$ cat src/sv/rpa_pkg.sv
`timescale 1ns / 1ps
// Package for the relay PID autotuner: run states, op codes, sequencer states
// and fixed-point constants. No dependencies.
package rpa_pkg;

  // Field widths
  localparam int TEMP_W  = 16;
  localparam int TIME_W  = 32;
  localparam int GAIN_W  = 32;
  localparam int DRIVE_W = 8;
  localparam int CNT_W   = 4;

  // Crossing limits (defaults for the top-level parameters)
  localparam int MIN_CROSSINGS_DEF = 4;
  localparam int MAX_CROSSINGS_DEF = 10;

  // Peak trackers start at +/-1000.0 in Q11.4
  localparam logic signed [TEMP_W-1:0] PEAK_INIT = 16'sd16000;
  // Swing must exceed 1.0 (Q11.4)
  localparam logic signed [TEMP_W:0]   SWING_MIN = 17'sd16;

  // 5 * round(pi * 2^28): scales the swing into the Kp divisor
  localparam logic [31:0] K_DEN    = 32'd4216574285;
  // Kp numerator factor 384, shifted left by 44
  localparam logic [8:0]  KP_NUM   = 9'd384;
  localparam int          KP_SHIFT = 44;
  localparam logic [31:0] KI_MUL   = 32'd1000;
  localparam logic [GAIN_W-1:0] GAIN_SAT = '1;

  // Kd = x / 4000 = (x >> 5) / 125: reciprocal floor(2^39 / 125) - 2^32,
  // saturation bound 4000 * 2^32, and the correction thresholds
  localparam logic [31:0] KD_RCP   = 32'd103079215;
  localparam logic [63:0] KD_SAT   = 64'd17179869184000;
  localparam logic [8:0]  KD_Q5    = 9'd125;
  localparam logic [8:0]  KD_Q5X2  = 9'd250;

  // Divider geometry
  localparam int DVD_W  = 64;
  localparam int DIVR_W = 48;
  localparam int STEP_W = 6;

  typedef enum logic [1:0] {
    RUN_IDLE     = 2'd0,
    RUN_TUNING   = 2'd1,
    RUN_COMPLETE = 2'd2,
    RUN_FAILED   = 2'd3
  } run_e;

  typedef enum logic [1:0] {
    OP_SAMPLE = 2'd0,
    OP_START  = 2'd1,
    OP_STOP   = 2'd2,
    OP_NONE   = 2'd3
  } op_e;

  typedef enum logic [1:0] {
    CFG_SETPOINT = 2'd0,
    CFG_BASE     = 2'd1,
    CFG_STEP     = 2'd2,
    CFG_UNUSED   = 2'd3
  } cfg_e;

  typedef enum logic [3:0] {
    SEQ_IDLE   = 4'd0,
    SEQ_PREP_P = 4'd1,
    SEQ_DIV_P  = 4'd2,
    SEQ_PREP_I = 4'd3,
    SEQ_DIV_I  = 4'd4,
    SEQ_PREP_D = 4'd5,
    SEQ_RCP_D  = 4'd6,
    SEQ_FIX_D  = 4'd7,
    SEQ_OUT    = 4'd8
  } seq_e;

endpackage

$ cat src/sv/relay_pid_autotuner.sv
`timescale 1ns / 1ps
// Relay autotuner top level: relay drive, peak and crossing tracking, and a
// shared multiplier plus bit-serial divider for Ziegler-Nichols gains. Uses rpa_pkg.

// A sample, start, stop or unused-op beat yields its result beat in the cycle after
// acceptance. A sample that completes tuning runs the gain sequencer: a shared
// 32x32 multiplier feeds a 64-step restoring divider, one quotient bit per
// cycle, for Kp and then Ki; Kd comes from a reciprocal multiply and a small
// correction; with a zero measured period the Ki and Kd stages are skipped. The
// input is not ready until the gain sequencer has returned to idle. Results
// sit in an output register; the next beat is taken when no result waits or in
// the cycle in which the waiting result leaves.
module relay_pid_autotuner
  import rpa_pkg::*;
#(
  parameter int MIN_CROSSINGS = MIN_CROSSINGS_DEF,
  parameter int MAX_CROSSINGS = MAX_CROSSINGS_DEF
) (
  input  logic         clk_i,
  input  logic         rst_ni,
  // Configuration write channel
  input  logic         cfg_valid_i,
  output logic         cfg_ready_o,
  input  logic [1:0]   cfg_index_i,
  input  logic [15:0]  cfg_data_i,
  // Input stream
  input  logic         s_axis_tvalid,
  output logic         s_axis_tready,
  input  logic [47:0]  s_axis_tdata,   // temperature[15:0], now_ms[47:16]
  input  logic [1:0]   s_axis_tuser,   // op[1:0]
  // Result stream
  output logic         m_axis_tvalid,
  input  logic         m_axis_tready,
  output logic [111:0] m_axis_tdata    // drive[7:0], tune_status[9:8], kp_gain[41:10],
                                       // ki_gain[73:42], kd_gain[105:74], zero[111:106]
);

  // Configuration registers
  logic signed [TEMP_W-1:0] setpoint_q;
  logic [DRIVE_W-1:0]       base_q, step_q;

  // Tuner state
  run_e                     run_q, run_d;
  logic [CNT_W-1:0]         cnt_q, cnt_d;
  logic [TIME_W-1:0]        last_q, last_d;
  logic signed [TEMP_W-1:0] phigh_q, phigh_d, plow_q, plow_d;
  logic                     above_q, above_d;
  logic [GAIN_W-1:0]        gp_q, gi_q, gd_q;

  // Gain job operands
  logic [TEMP_W-1:0]        swing_q, swing_d;
  logic [TIME_W-1:0]        dt_q, dt_d;
  logic [DRIVE_W-1:0]       drv_q, drv_d;

  // Sequencer and divider
  seq_e                     seq_q, seq_d;
  logic [DVD_W-1:0]         dvd_q;
  logic [DIVR_W-1:0]        div_q, rem_q;
  logic [STEP_W-1:0]        step_cnt_q;
  logic [GAIN_W-1:0]        q0_q;

  // Output register
  logic                     mv_q;
  logic [111:0]             mdata_q;

  // Input beat fields
  op_e                      op;
  logic signed [TEMP_W-1:0] temp;
  logic [TIME_W-1:0]        now;
  logic                     in_fire, out_free, start_gain;

  assign op   = op_e'(s_axis_tuser);
  assign temp = s_axis_tdata[15:0];
  assign now  = s_axis_tdata[47:16];

  assign cfg_ready_o   = 1'b1;
  assign out_free      = !mv_q || m_axis_tready;
  assign s_axis_tready = (seq_q == SEQ_IDLE) && out_free;
  assign in_fire       = s_axis_tvalid && s_axis_tready;
  assign m_axis_tvalid = mv_q;
  assign m_axis_tdata  = mdata_q;

  // Per-beat tuner update
  logic [DRIVE_W:0]         d_sum;
  logic [DRIVE_W:0]         d_dif;
  logic [CNT_W:0]           next_cnt;
  logic signed [TEMP_W:0]   swing;
  logic                     above;
  always_comb begin
    run_d      = run_q;
    cnt_d      = cnt_q;
    last_d     = last_q;
    phigh_d    = phigh_q;
    plow_d     = plow_q;
    above_d    = above_q;
    drv_d      = base_q;
    swing_d    = swing_q;
    dt_d       = dt_q;
    start_gain = 1'b0;
    d_sum      = {1'b0, base_q} + {1'b0, step_q};
    d_dif      = {1'b0, base_q} - {1'b0, step_q};
    next_cnt   = {1'b0, cnt_q} + 1'b1;
    above      = temp > setpoint_q;
    swing      = '0;
    case (op)
      OP_START: begin
        run_d   = RUN_TUNING;
        cnt_d   = '0;
        last_d  = now;
        phigh_d = -PEAK_INIT;
        plow_d  = PEAK_INIT;
      end
      OP_STOP: run_d = RUN_IDLE;
      OP_SAMPLE: begin
        if (run_q == RUN_TUNING) begin
          if (temp < setpoint_q) drv_d = d_sum[DRIVE_W] ? '1 : d_sum[DRIVE_W-1:0];
          else drv_d = d_dif[DRIVE_W] ? '0 : d_dif[DRIVE_W-1:0];
          if (temp > phigh_q) phigh_d = temp;
          if (temp < plow_q) plow_d = temp;
          swing = {phigh_d[TEMP_W-1], phigh_d} - {plow_d[TEMP_W-1], plow_d};
          if (above != above_q) begin
            cnt_d   = next_cnt[CNT_W] ? '1 : next_cnt[CNT_W-1:0];
            dt_d    = now - last_q;
            last_d  = now;
            above_d = above;
            if (32'(next_cnt) >= MIN_CROSSINGS) begin
              if (swing > SWING_MIN) begin
                run_d      = RUN_COMPLETE;
                swing_d    = swing[TEMP_W-1:0];
                start_gain = 1'b1;
              end else if (32'(next_cnt) > MAX_CROSSINGS) begin
                run_d = RUN_FAILED;
              end
            end
          end
        end
      end
      default: ;
    endcase
  end

  // Shared multiplier, operands chosen by the sequencer
  logic [31:0]       mul_a, mul_b;
  logic [63:0]       mul_p;
  always_comb begin
    mul_a = gp_q;
    mul_b = dt_q;
    unique case (seq_q)
      SEQ_PREP_P: begin
        mul_a = K_DEN;
        mul_b = {16'd0, swing_q};
      end
      SEQ_PREP_I: mul_b = KI_MUL;
      SEQ_RCP_D: begin
        mul_a = dvd_q[43:12];
        mul_b = KD_RCP;
      end
      default: ;
    endcase
  end
  assign mul_p = mul_a * mul_b;

  // One restoring-division step
  logic [DIVR_W:0]    rem_sh;
  logic               ge;
  logic [DIVR_W-1:0]  rem_nx;
  logic [DVD_W-1:0]   quo;
  logic [GAIN_W-1:0]  quo_sat;
  logic               last_step;
  assign rem_sh    = {rem_q, dvd_q[DVD_W-1]};
  assign ge        = rem_sh >= {1'b0, div_q};
  assign rem_nx    = ge ? DIVR_W'(rem_sh - {1'b0, div_q}) : rem_sh[DIVR_W-1:0];
  assign quo       = {dvd_q[DVD_W-2:0], ge};
  assign quo_sat   = (|quo[DVD_W-1:GAIN_W]) ? GAIN_SAT : quo[GAIN_W-1:0];
  assign last_step = &step_cnt_q;

  // Kd: estimate from the reciprocal is at most two low; the low remainder
  // bits pick the correction
  logic [8:0]        kd_rem;
  logic              kd_sat;
  logic [GAIN_W-1:0] kd_val;
  assign kd_rem = dvd_q[13:5] - 9'(q0_q[8:0] * KD_Q5);
  assign kd_sat = dvd_q >= KD_SAT;
  assign kd_val = kd_sat ? GAIN_SAT
                : q0_q + GAIN_W'({kd_rem >= KD_Q5X2, (kd_rem >= KD_Q5) && (kd_rem < KD_Q5X2)});

  // Sequencer next state
  always_comb begin
    seq_d = seq_q;
    unique case (seq_q)
      SEQ_IDLE:   if (in_fire && start_gain) seq_d = SEQ_PREP_P;
      SEQ_PREP_P: seq_d = SEQ_DIV_P;
      SEQ_DIV_P:  if (last_step) seq_d = (dt_q == '0) ? SEQ_OUT : SEQ_PREP_I;
      SEQ_PREP_I: seq_d = SEQ_DIV_I;
      SEQ_DIV_I:  if (last_step) seq_d = SEQ_PREP_D;
      SEQ_PREP_D: seq_d = SEQ_RCP_D;
      SEQ_RCP_D:  seq_d = SEQ_FIX_D;
      SEQ_FIX_D:  seq_d = SEQ_OUT;
      SEQ_OUT:    if (out_free) seq_d = SEQ_IDLE;
      default:    seq_d = SEQ_IDLE;
    endcase
  end

  // Divider load values per preparation state
  logic              div_load;
  logic [DVD_W-1:0]  dvd_ld;
  logic [DIVR_W-1:0] div_ld;
  always_comb begin
    div_load = 1'b0;
    dvd_ld   = mul_p;
    div_ld   = {16'd0, dt_q};
    unique case (seq_q)
      SEQ_PREP_P: begin
        div_load = 1'b1;
        dvd_ld   = DVD_W'({8'd0, step_q} * {8'd0, KP_NUM}) << KP_SHIFT;
        div_ld   = mul_p[DIVR_W-1:0];
      end
      SEQ_PREP_I: div_load = 1'b1;
      // Kp * dt is held for the Kd stages
      SEQ_PREP_D: div_load = 1'b1;
      default: ;
    endcase
  end

  // Configuration writes
  always_ff @(posedge clk_i or negedge rst_ni) begin
    if (!rst_ni) begin
      setpoint_q <= '0;
      base_q     <= '0;
      step_q     <= 8'd20;
    end else if (cfg_valid_i) begin
      unique case (cfg_e'(cfg_index_i))
        CFG_SETPOINT: setpoint_q <= cfg_data_i;
        CFG_BASE:     base_q     <= cfg_data_i[7:0];
        CFG_STEP:     step_q     <= cfg_data_i[7:0];
        default: ;
      endcase
    end
  end

  // Tuner state, sequencer state and gains
  always_ff @(posedge clk_i or negedge rst_ni) begin
    if (!rst_ni) begin
      run_q   <= RUN_IDLE;
      cnt_q   <= '0;
      last_q  <= '0;
      phigh_q <= -PEAK_INIT;
      plow_q  <= PEAK_INIT;
      above_q <= 1'b0;
      gp_q    <= '0;
      gi_q    <= '0;
      gd_q    <= '0;
      seq_q   <= SEQ_IDLE;
    end else begin
      seq_q <= seq_d;
      if (in_fire) begin
        run_q   <= run_d;
        cnt_q   <= cnt_d;
        last_q  <= last_d;
        phigh_q <= phigh_d;
        plow_q  <= plow_d;
        above_q <= above_d;
      end
      if (last_step) begin
        unique case (seq_q)
          SEQ_DIV_P: begin
            gp_q <= quo_sat;
            if (dt_q == '0) begin
              gi_q <= (quo_sat != '0) ? GAIN_SAT : '0;
              gd_q <= '0;
            end
          end
          SEQ_DIV_I: gi_q <= quo_sat;
          default: ;
        endcase
      end
      if (seq_q == SEQ_FIX_D) gd_q <= kd_val;
    end
  end

  // Job operands and divider datapath
  always_ff @(posedge clk_i) begin
    if (in_fire) begin
      swing_q <= swing_d;
      dt_q    <= dt_d;
      drv_q   <= drv_d;
    end
    if (div_load) begin
      dvd_q      <= dvd_ld;
      div_q      <= div_ld;
      rem_q      <= '0;
      step_cnt_q <= '0;
    end else if (seq_q == SEQ_DIV_P || seq_q == SEQ_DIV_I) begin
      dvd_q      <= quo;
      rem_q      <= rem_nx;
      step_cnt_q <= step_cnt_q + 1'b1;
    end
    if (seq_q == SEQ_RCP_D) q0_q <= dvd_q[43:12] + mul_p[63:32];
  end

  // Output register
  always_ff @(posedge clk_i or negedge rst_ni) begin
    if (!rst_ni) begin
      mv_q <= 1'b0;
    end else if (in_fire && !start_gain) begin
      mv_q <= 1'b1;
    end else if (seq_q == SEQ_OUT && out_free) begin
      mv_q <= 1'b1;
    end else if (m_axis_tready) begin
      mv_q <= 1'b0;
    end
  end

  always_ff @(posedge clk_i) begin
    if (in_fire && !start_gain) begin
      mdata_q <= {6'd0, gd_q, gi_q, gp_q, run_d, drv_d};
    end else if (seq_q == SEQ_OUT && out_free) begin
      mdata_q <= {6'd0, gd_q, gi_q, gp_q, run_q, drv_q};
    end
  end

  // Checks
  a_ready_idle: assert property (@(posedge clk_i) disable iff (!rst_ni)
    s_axis_tready |-> seq_q == SEQ_IDLE)
    else $error("input ready while gain sequencer busy");

  a_busy_complete: assert property (@(posedge clk_i) disable iff (!rst_ni)
    seq_q != SEQ_IDLE |-> run_q == RUN_COMPLETE)
    else $error("gain sequencer running outside completion");

  a_rem_bound: assert property (@(posedge clk_i) disable iff (!rst_ni)
    (seq_q == SEQ_DIV_P || seq_q == SEQ_DIV_I) |-> rem_q < div_q)
    else $error("divider remainder not below divisor");

  a_job_start: assert property (@(posedge clk_i) disable iff (!rst_ni)
    seq_q == SEQ_PREP_P |-> $past(in_fire) && !$past(mv_q && !m_axis_tready))
    else $error("gain job started without an accepted beat");

endmodule
$ cat config.mk
export PLATFORM = sky130hd
export DESIGN_NAME = relay_pid_autotuner
export DESIGN_NICKNAME = d
export VERILOG_FILES = /design/src/sv/rpa_pkg.sv /design/src/sv/relay_pid_autotuner.sv
export SDC_FILE = /design/constraint.sdc
export NUM_CORES = 2
export LEC_CHECK = 0
export ABC_AREA = 1
export BUFFER_PORTS_ARGS = -buffer_cell sky130_fd_sc_hd__buf_2
export CAP_MARGIN = 20
export CORE_UTILIZATION = 31
export CTS_CLUSTER_SIZE = 10
export DETAILED_ROUTE_END_ITERATION = 10
export HOLD_SLACK_MARGIN = 0.15
export PLACE_DENSITY = 0.49
export SLEW_MARGIN = 25
export SYNTH_ARGS = -nofsm -noshare
export SYNTH_HDL_FRONTEND = slang
export SYNTH_SLANG_ARGS = --single-unit
$ cat constraint.sdc
create_clock -name clk_i -period 11.7 [get_ports clk_i]
set_input_delay 0.585 -clock clk_i [delete_from_list [all_inputs] [get_ports clk_i]]
set_output_delay 0.585 -clock clk_i [all_outputs]
set_load 0.02 [all_outputs]
Word-level counts from Yosys, hierarchy flattened

Cells that the tools add are included.
W data, S select, Z words.

Add/subtract/negate cells: 10
$mul: 3
Magnitude comparators: 12
Equality and inequality tests: 21
Muxes and demuxes: 61
Reduce and logical (&&, ||, !) cells: 37

Operator list:

| operator               | count |
|---|---|
| $mux W32               | 11 |
| $mux W106              | 2 |
| $mux W64               | 3 |
| $pmux W32 S2           | 3 |
| $mux W16               | 8 |
| $pmux W32 S3           | 1 |
| $ge A64 B44 Y1 const B | 1 |
| $mul A32 B32 Y64       | 1 |
| $pmux W16 S2           | 2 |
| $ge A49 B48 Y1         | 1 |
| $mux W48               | 1 |
| $sub A48 B48 Y48       | 1 |
| $mux W8                | 5 |
| $pmux W4 S9            | 1 |
| $add A32 B2 Y32        | 1 |
| $add A32 B32 Y32       | 1 |
| $gt A16 B16 Y1         | 2 |
| $logic_not A32 Y1      | 1 |
| $lt A16 B16 Y1         | 2 |
| $mux W4                | 8 |
| $reduce_bool A32 Y1    | 1 |
| $reduce_or A32 Y1      | 1 |
| $sub A32 B32 Y32       | 1 |
| $gt A17 B6 Y1 const B  | 1 |
| other kinds (40)       | 84 |

Flip-flop bits (word level): 564
Bits of input ports: 73
Output and inout bits: 115
Logic and storage cells: 168

Logic depth before layout (Yosys ltp)

Depth in word-level cells: 14
Gate-level depth with buffers: 53
Gate-level depth less buffers: 51

Worst setup path before layout

No wires, ideal clock.

Path type: reg2reg
Start: reg seq_q[1]
End: reg q0_q[25], data pin
Setup time: 0.252 ns
Arrival time: 9.006 ns
Required time: 11.448 ns
Path slack: 2.442 ns
Cell stages (with the launch flop): 48
Buffers on the path: 3
Period minus slack after synthesis: 9.258 ns
Cell sequence: dfrtp_1 -> inv_2 -> nor2_4 -> nand2_4 -> inv_4 -> buf_8 -> buf_6 -> a22oi_4 -> inv_2 -> buf_2 -> nand2_1 -> fa_1 -> inv_1 -> fa_1 -> fa_1 -> inv_1 -> fa_1 -> inv_1 -> [12 not listed] -> nand3_1 -> nand2_1 -> nand2_1 -> a21boi_0 -> xor2_1 -> inv_1 -> ha_1 -> nand3_1 -> nand2_1 -> a21oi_1 -> o21ai_0 -> nand3_1 -> nand2_1 -> a21boi_0 -> o21bai_1 -> nand2_1 -> nand3_1 -> nand2_1

Cells in the longest elaborated chain, start to end: 4
Elaborated cells between the ends (all ways): 7
Those cells by class: add/sub (1); mul (1); eq/ne (3); mux (2)

Ends and longest elaborated chain:

| item                                                | RTL line                   | source |
|---|---|---|
| from (decl)                                         | relay_pid_autotuner.sv:56  | `seq_e seq_q, seq_d;` |
| from (signal assigned)                              | relay_pid_autotuner.sv:255 | `seq_q <= seq_d;` |
| $eq A4 B3 Y1 (tied with other cells)                | relay_pid_autotuner.sv:148 | `unique case (seq_q)` |
| $pmux W32 S3 / $pmux W32 S2 (equally long branches) | relay_pid_autotuner.sv:148 |  |
| $mul A32 B32 Y64 *                                  | relay_pid_autotuner.sv:161 | `assign mul_p = mul_a * mul_b;` |
| net mul_p[34]                                       | relay_pid_autotuner.sv:144 | `logic [63:0] mul_p;` |
| $add A32 B32 Y32 *                                  | relay_pid_autotuner.sv:298 | `if (seq_q == SEQ_RCP_D) q0_q <= dvd_q[43:12] + mul_p[63:32];` |
| to (signal assigned)                                | relay_pid_autotuner.sv:298 |  |
| to (decl)                                           | relay_pid_autotuner.sv:60  | `logic [GAIN_W-1:0] q0_q;` |

Mark *: on every way through the listed nets, which the timed path passes. The rest lies on a longest branch.
A chain may end at the register's enable or synchronous reset.

Final worst setup path

Start: reg seq_q[3]
End: reg q0_q[30], data pin

The elaborated chain is that of the path after synthesis.

==> impl_metrics.csv <==
group,metric,value,unit
outcome,run_status,"finished clean",
cells_and_area,filler_cell_count,23500,
setup_path,worst_ep_arrival_time,11.53,ns
synth,yosys_most_used_dff,"sky130_fd_sc_hd__edfxtp_1",
placement,io_buffers,180,
cells_and_area,syn_to_final_growth,10.55,%
drt,detail_route.vias_per_cell,4.954,
cells_and_area,sequential_cell_area,15390,µm²
timing,timing.max_slew.rel_slack,22.80,%
synth,avgSynthCellArea,8.148,µm²
grt,antenna_violations_before_repair,15,
synth,synth-seq-cells,564,
clock_network,worst_skew_pair.late_latency,0.69,ns
synth,mappedNetlistArea,68730,µm²
synth,post_synth_main_area_contributors,"sky130_fd_sc_hd__fa_1 27%, sky130_fd_sc_hd__edfxtp_1 13%, sky130_fd_sc_hd__inv_1 9.4%",
placement,dp_hpwl,219.3,mm
drt,wirelength,263.6,mm
setup_path,critPathMostFrequentCell,"sky130_fd_sc_hd__fa_1",
min_path,worstHoldPathType,"input pin to flop",
timing,fin_crit,11.13,ns
drt,ant_nets,0,
clock_network,clock_tree_from_tritoncts,"done",
setup_path,critical_path_max_stage_delay,0.60,ns
synth,synth.most_common_cell,"sky130_fd_sc_hd__inv_1",
die,die_height,472.9,µm
grt,grt_pass1_wl,389.5,mm
timing,max_clock_freq,89.83,MHz
setup_path,cp_slowest_cell,"sky130_fd_sc_hd__fa_1",
synth,synth.distinct_cells,76,
clock_network,cts_root_buf,"sky130_fd_sc_hd__clkbuf_16",
setup_path,critical_path_class,"flop to flop",
placement,place.gp.congestion,1.020,
die,floorplan.io_pins,188,
power_and_ir_drop,power_per_cell_area,94.86,nW/µm²
grt,sum_of_overflow_across_all_layers_after_global_routing,0,
power_and_ir_drop,ir_worst_vdd,0.0001208,V
clock_network,cts-root-to-sink-buffers,3,
synth,synth_top_family_by_area,"adder cells",
die,placement_rows,172,
synth,synthDominantAreaCellType,"sky130_fd_sc_hd__fa_1",
setup_path,type_of_element_launching_the_critical_path,"flop",
synth,register_area_share_after_synthesis,22.39,%
timing,skew,0.03933,ns
clock_network,cts.reportedPaths.clkPinSlew,0.06,ns
synth,synth_common_cells,"1721 x sky130_fd_sc_hd__inv_1, 1602 x sky130_fd_sc_hd__nand2_1, 1047 x sky130_fd_sc_hd__nor2_1",
timing,setup-tns-final,0,ns
cells_and_area,design.final.nets,10120,
timing,final.setup.worst_slack,0.5684,ns
synth,synth-compound-area-share,8.596,%
setup_path,critPathMaxFanout,13,
drt,route.detailed.drc,0,
cells_and_area,multiInputGateArea,45440,µm²
timing,finalCritPeriodShare,95.14,%
clock_network,cts_buffers,70,
synth,adder_cell_share_of_the_synthesized_area,35.84,%
timing,report.final.hold_viol_count,0,
drt,detail_route.wl_per_cell,22.62,µm
run,maxCapViolCount,0,
timing,hold_ws,0.1995,ns
cells_and_area,layout-drive-gt1-share,7.895,%
die,floorplan.die_area,223600,µm²
drt,drtIter0Drc,5307,
setup_path,critical_path.endpoint_type,"flop",
synth,synth.area.mux_share,0,%
grt,globalRouteTotalUtil,23.50,%
drt,dr_total_vias,57710,
synth,post_synth_and_or_nand_nor_area_fraction,19.27,%
timing,maxSlewViolCount,0,
power_and_ir_drop,power.leakage,39.16,nW
grt,grt_pass1_vias,58400,
die,start_util,31.25,%
synth,synth_xor_area_share,2.192,%
placement,pre_cts_slack,0.5350,ns
setup_path,cp.required,12.09,ns
synth,yosysWarnings,0,
placement,post_dp_cell_area,73510,µm²
synth,post-synth-top-area-fraction,26.89,%
timing,timing_worst_slew_pin_value,1.146,ns
die,core_area,219900,µm²
clock_network,cts_htree_levels,3,
drt,first_pass_iters,8,
synth,async_flop_share,36.17,%
synth,post_synth_inst_count,8435,
timing,unrepaired_setup_endpoints_after_global_routing,"no",
grt,grt_start_max_net_pins,94,
timing,report.final.setup_viol,0,
die,die_w,472.9,µm
cells_and_area,post-route-cell-area,75980,µm²
synth,synth_enable_flop_cells,306,
clock_network,clock_sinks,564,
## through the flow
| step | power [mW] | util, % | cells |
|---|---|---|---|
| after floorplan | 4.203 | - | 8440 |
| after global placement | 5.081 | 33.42 | 11490 |
| after detailed placement | 5.094 | 33.42 | 11490 |
| after CTS | 7.272 | 34.52 | 11650 |
| after global routing | 7.680 | 34.54 | 11650 |
| final | 7.208 | 34.55 | 11650 |
## layer usage
layer	global-route usage, %	vias up	wire length [µm]
met3	3.506	415	18320
li1	-	26380	-
met4	7.706	6	9999
met2	37.24	2006	118500
met1	32.65	28910	116700
met5	0	-	32
## state kept, by name (all words and copies together) (netlist names), 16 cells and up
signal        flops
div_q            48
dt_q             32
dvd_q            64
gd_q             32
gi_q             32
gp_q             32
last_q           32
m_axis_tdata    106
phigh_q          16
plow_q           16
q0_q             32
rem_q            48
setpoint_q       16
swing_q          16
## logic make-up (layout without fill, tap and decap cells)
logic type / count (synthesis) / in the layout
other: 2 / 10
buffers and inverters: 2050 / 2299
flip-flops: 564 / 564
adder cells (fa/ha/maj): 1415 / 1415
AO/OA/AOI/OAI: 1005 / 1005
XOR/XNOR: 172 / 172
AND/OR/NAND/NOR: 3227 / 3227
## where the power goes
group          total (mW)  internal, mW  switching [mW]  leakage [nW]
clock network        2.14          1.21           0.926          1.04
registers            2.37          2.30          0.0714          5.97
logic                2.70         0.866            1.84          32.1
## worst paths after layout
check                           slack [ns]                         end                  from  cells past startpoint
max in group asynchronous             9.29        gi_q[30]$_DFFE_PN0P_                rst_ni                      4
worst max-delay path                  0.57          q0_q[30]$_DFFE_PN_  seq_q[3]$_DFFE_PN0P_                     40
worst min register to register        0.44  m_axis_tdata[60]$_DFFE_PP_  gi_q[18]$_DFFE_PN0P_                      0
worst min-delay path                  0.20      last_q[24]$_DFFE_PN0P_      s_axis_tdata[40]                      3
min in group asynchronous             0.50  setpoint_q[12]$_DFFE_PN0P_                rst_ni                      2
worst max register to register        0.57          q0_q[30]$_DFFE_PN_  seq_q[3]$_DFFE_PN0P_                     40
## critical path: cells and delay by family, from the launching register on
kind	cells	cell delay [ns]
AND/OR/NAND/NOR	13	2.11
AO/OA/AOI/OAI	6	1.81
flip-flops	1	0.40
buffers and inverters	9	1.13
adder cells (fa/ha/maj)	10	4.81
XOR/XNOR	2	0.58
## cell usage in the layout (no fill, tap or decap), types with 18 or more instances in the layout
cell type and n:
sky130_fd_sc_hd__nand4_1 45, sky130_fd_sc_hd__buf_2 179, sky130_fd_sc_hd__inv_1 1717, sky130_fd_sc_hd__o22ai_1 55, sky130_fd_sc_hd__xnor2_1 59, sky130_fd_sc_hd__a21o_1 20
sky130_fd_sc_hd__inv_2 50, sky130_fd_sc_hd__o22ai_2 18, sky130_fd_sc_hd__nand3_1 297, sky130_fd_sc_hd__nor2_1 1045, sky130_fd_sc_hd__fa_1 923, sky130_fd_sc_hd__nor3_1 56
sky130_fd_sc_hd__buf_4 179, sky130_fd_sc_hd__xor2_1 112, sky130_fd_sc_hd__o21ai_1 26, sky130_fd_sc_hd__nor4_1 30, sky130_fd_sc_hd__nand2_1 1600, sky130_fd_sc_hd__dfxtp_1 54
sky130_fd_sc_hd__a31oi_1 62, sky130_fd_sc_hd__a21oi_1 356, sky130_fd_sc_hd__clkbuf_16 72, sky130_fd_sc_hd__dfrtp_1 192, sky130_fd_sc_hd__clkbuf_1 41, sky130_fd_sc_hd__o21a_1 20
sky130_fd_sc_hd__o211ai_1 18, sky130_fd_sc_hd__ha_1 492, sky130_fd_sc_hd__dlygate4sd3_1 24, sky130_fd_sc_hd__or2_2 83, sky130_fd_sc_hd__o21bai_1 33, sky130_fd_sc_hd__o21ai_0 326
sky130_fd_sc_hd__edfxtp_1 306
## repair_timing
action,4_1_cts,5_1_grt
hold buffers,24,0
setup endpoints to repair,0,6
setup buffers,0,2
endpoints found under the hold margin,103,0
resized for setup,0,6
## area by class of cell
class	instances	share of cell area [%]
multi-input cells	5826	59.80
flip-flops and latches	564	20.25
inverters	1782	8.815
well taps	2958	4.871
repair buffers	387	3.377
clock buffers	118	2.664
clock inverters	12	0.2058
diodes	3	0.009880
No activity file was read; power rests on OpenSTA's default activity.
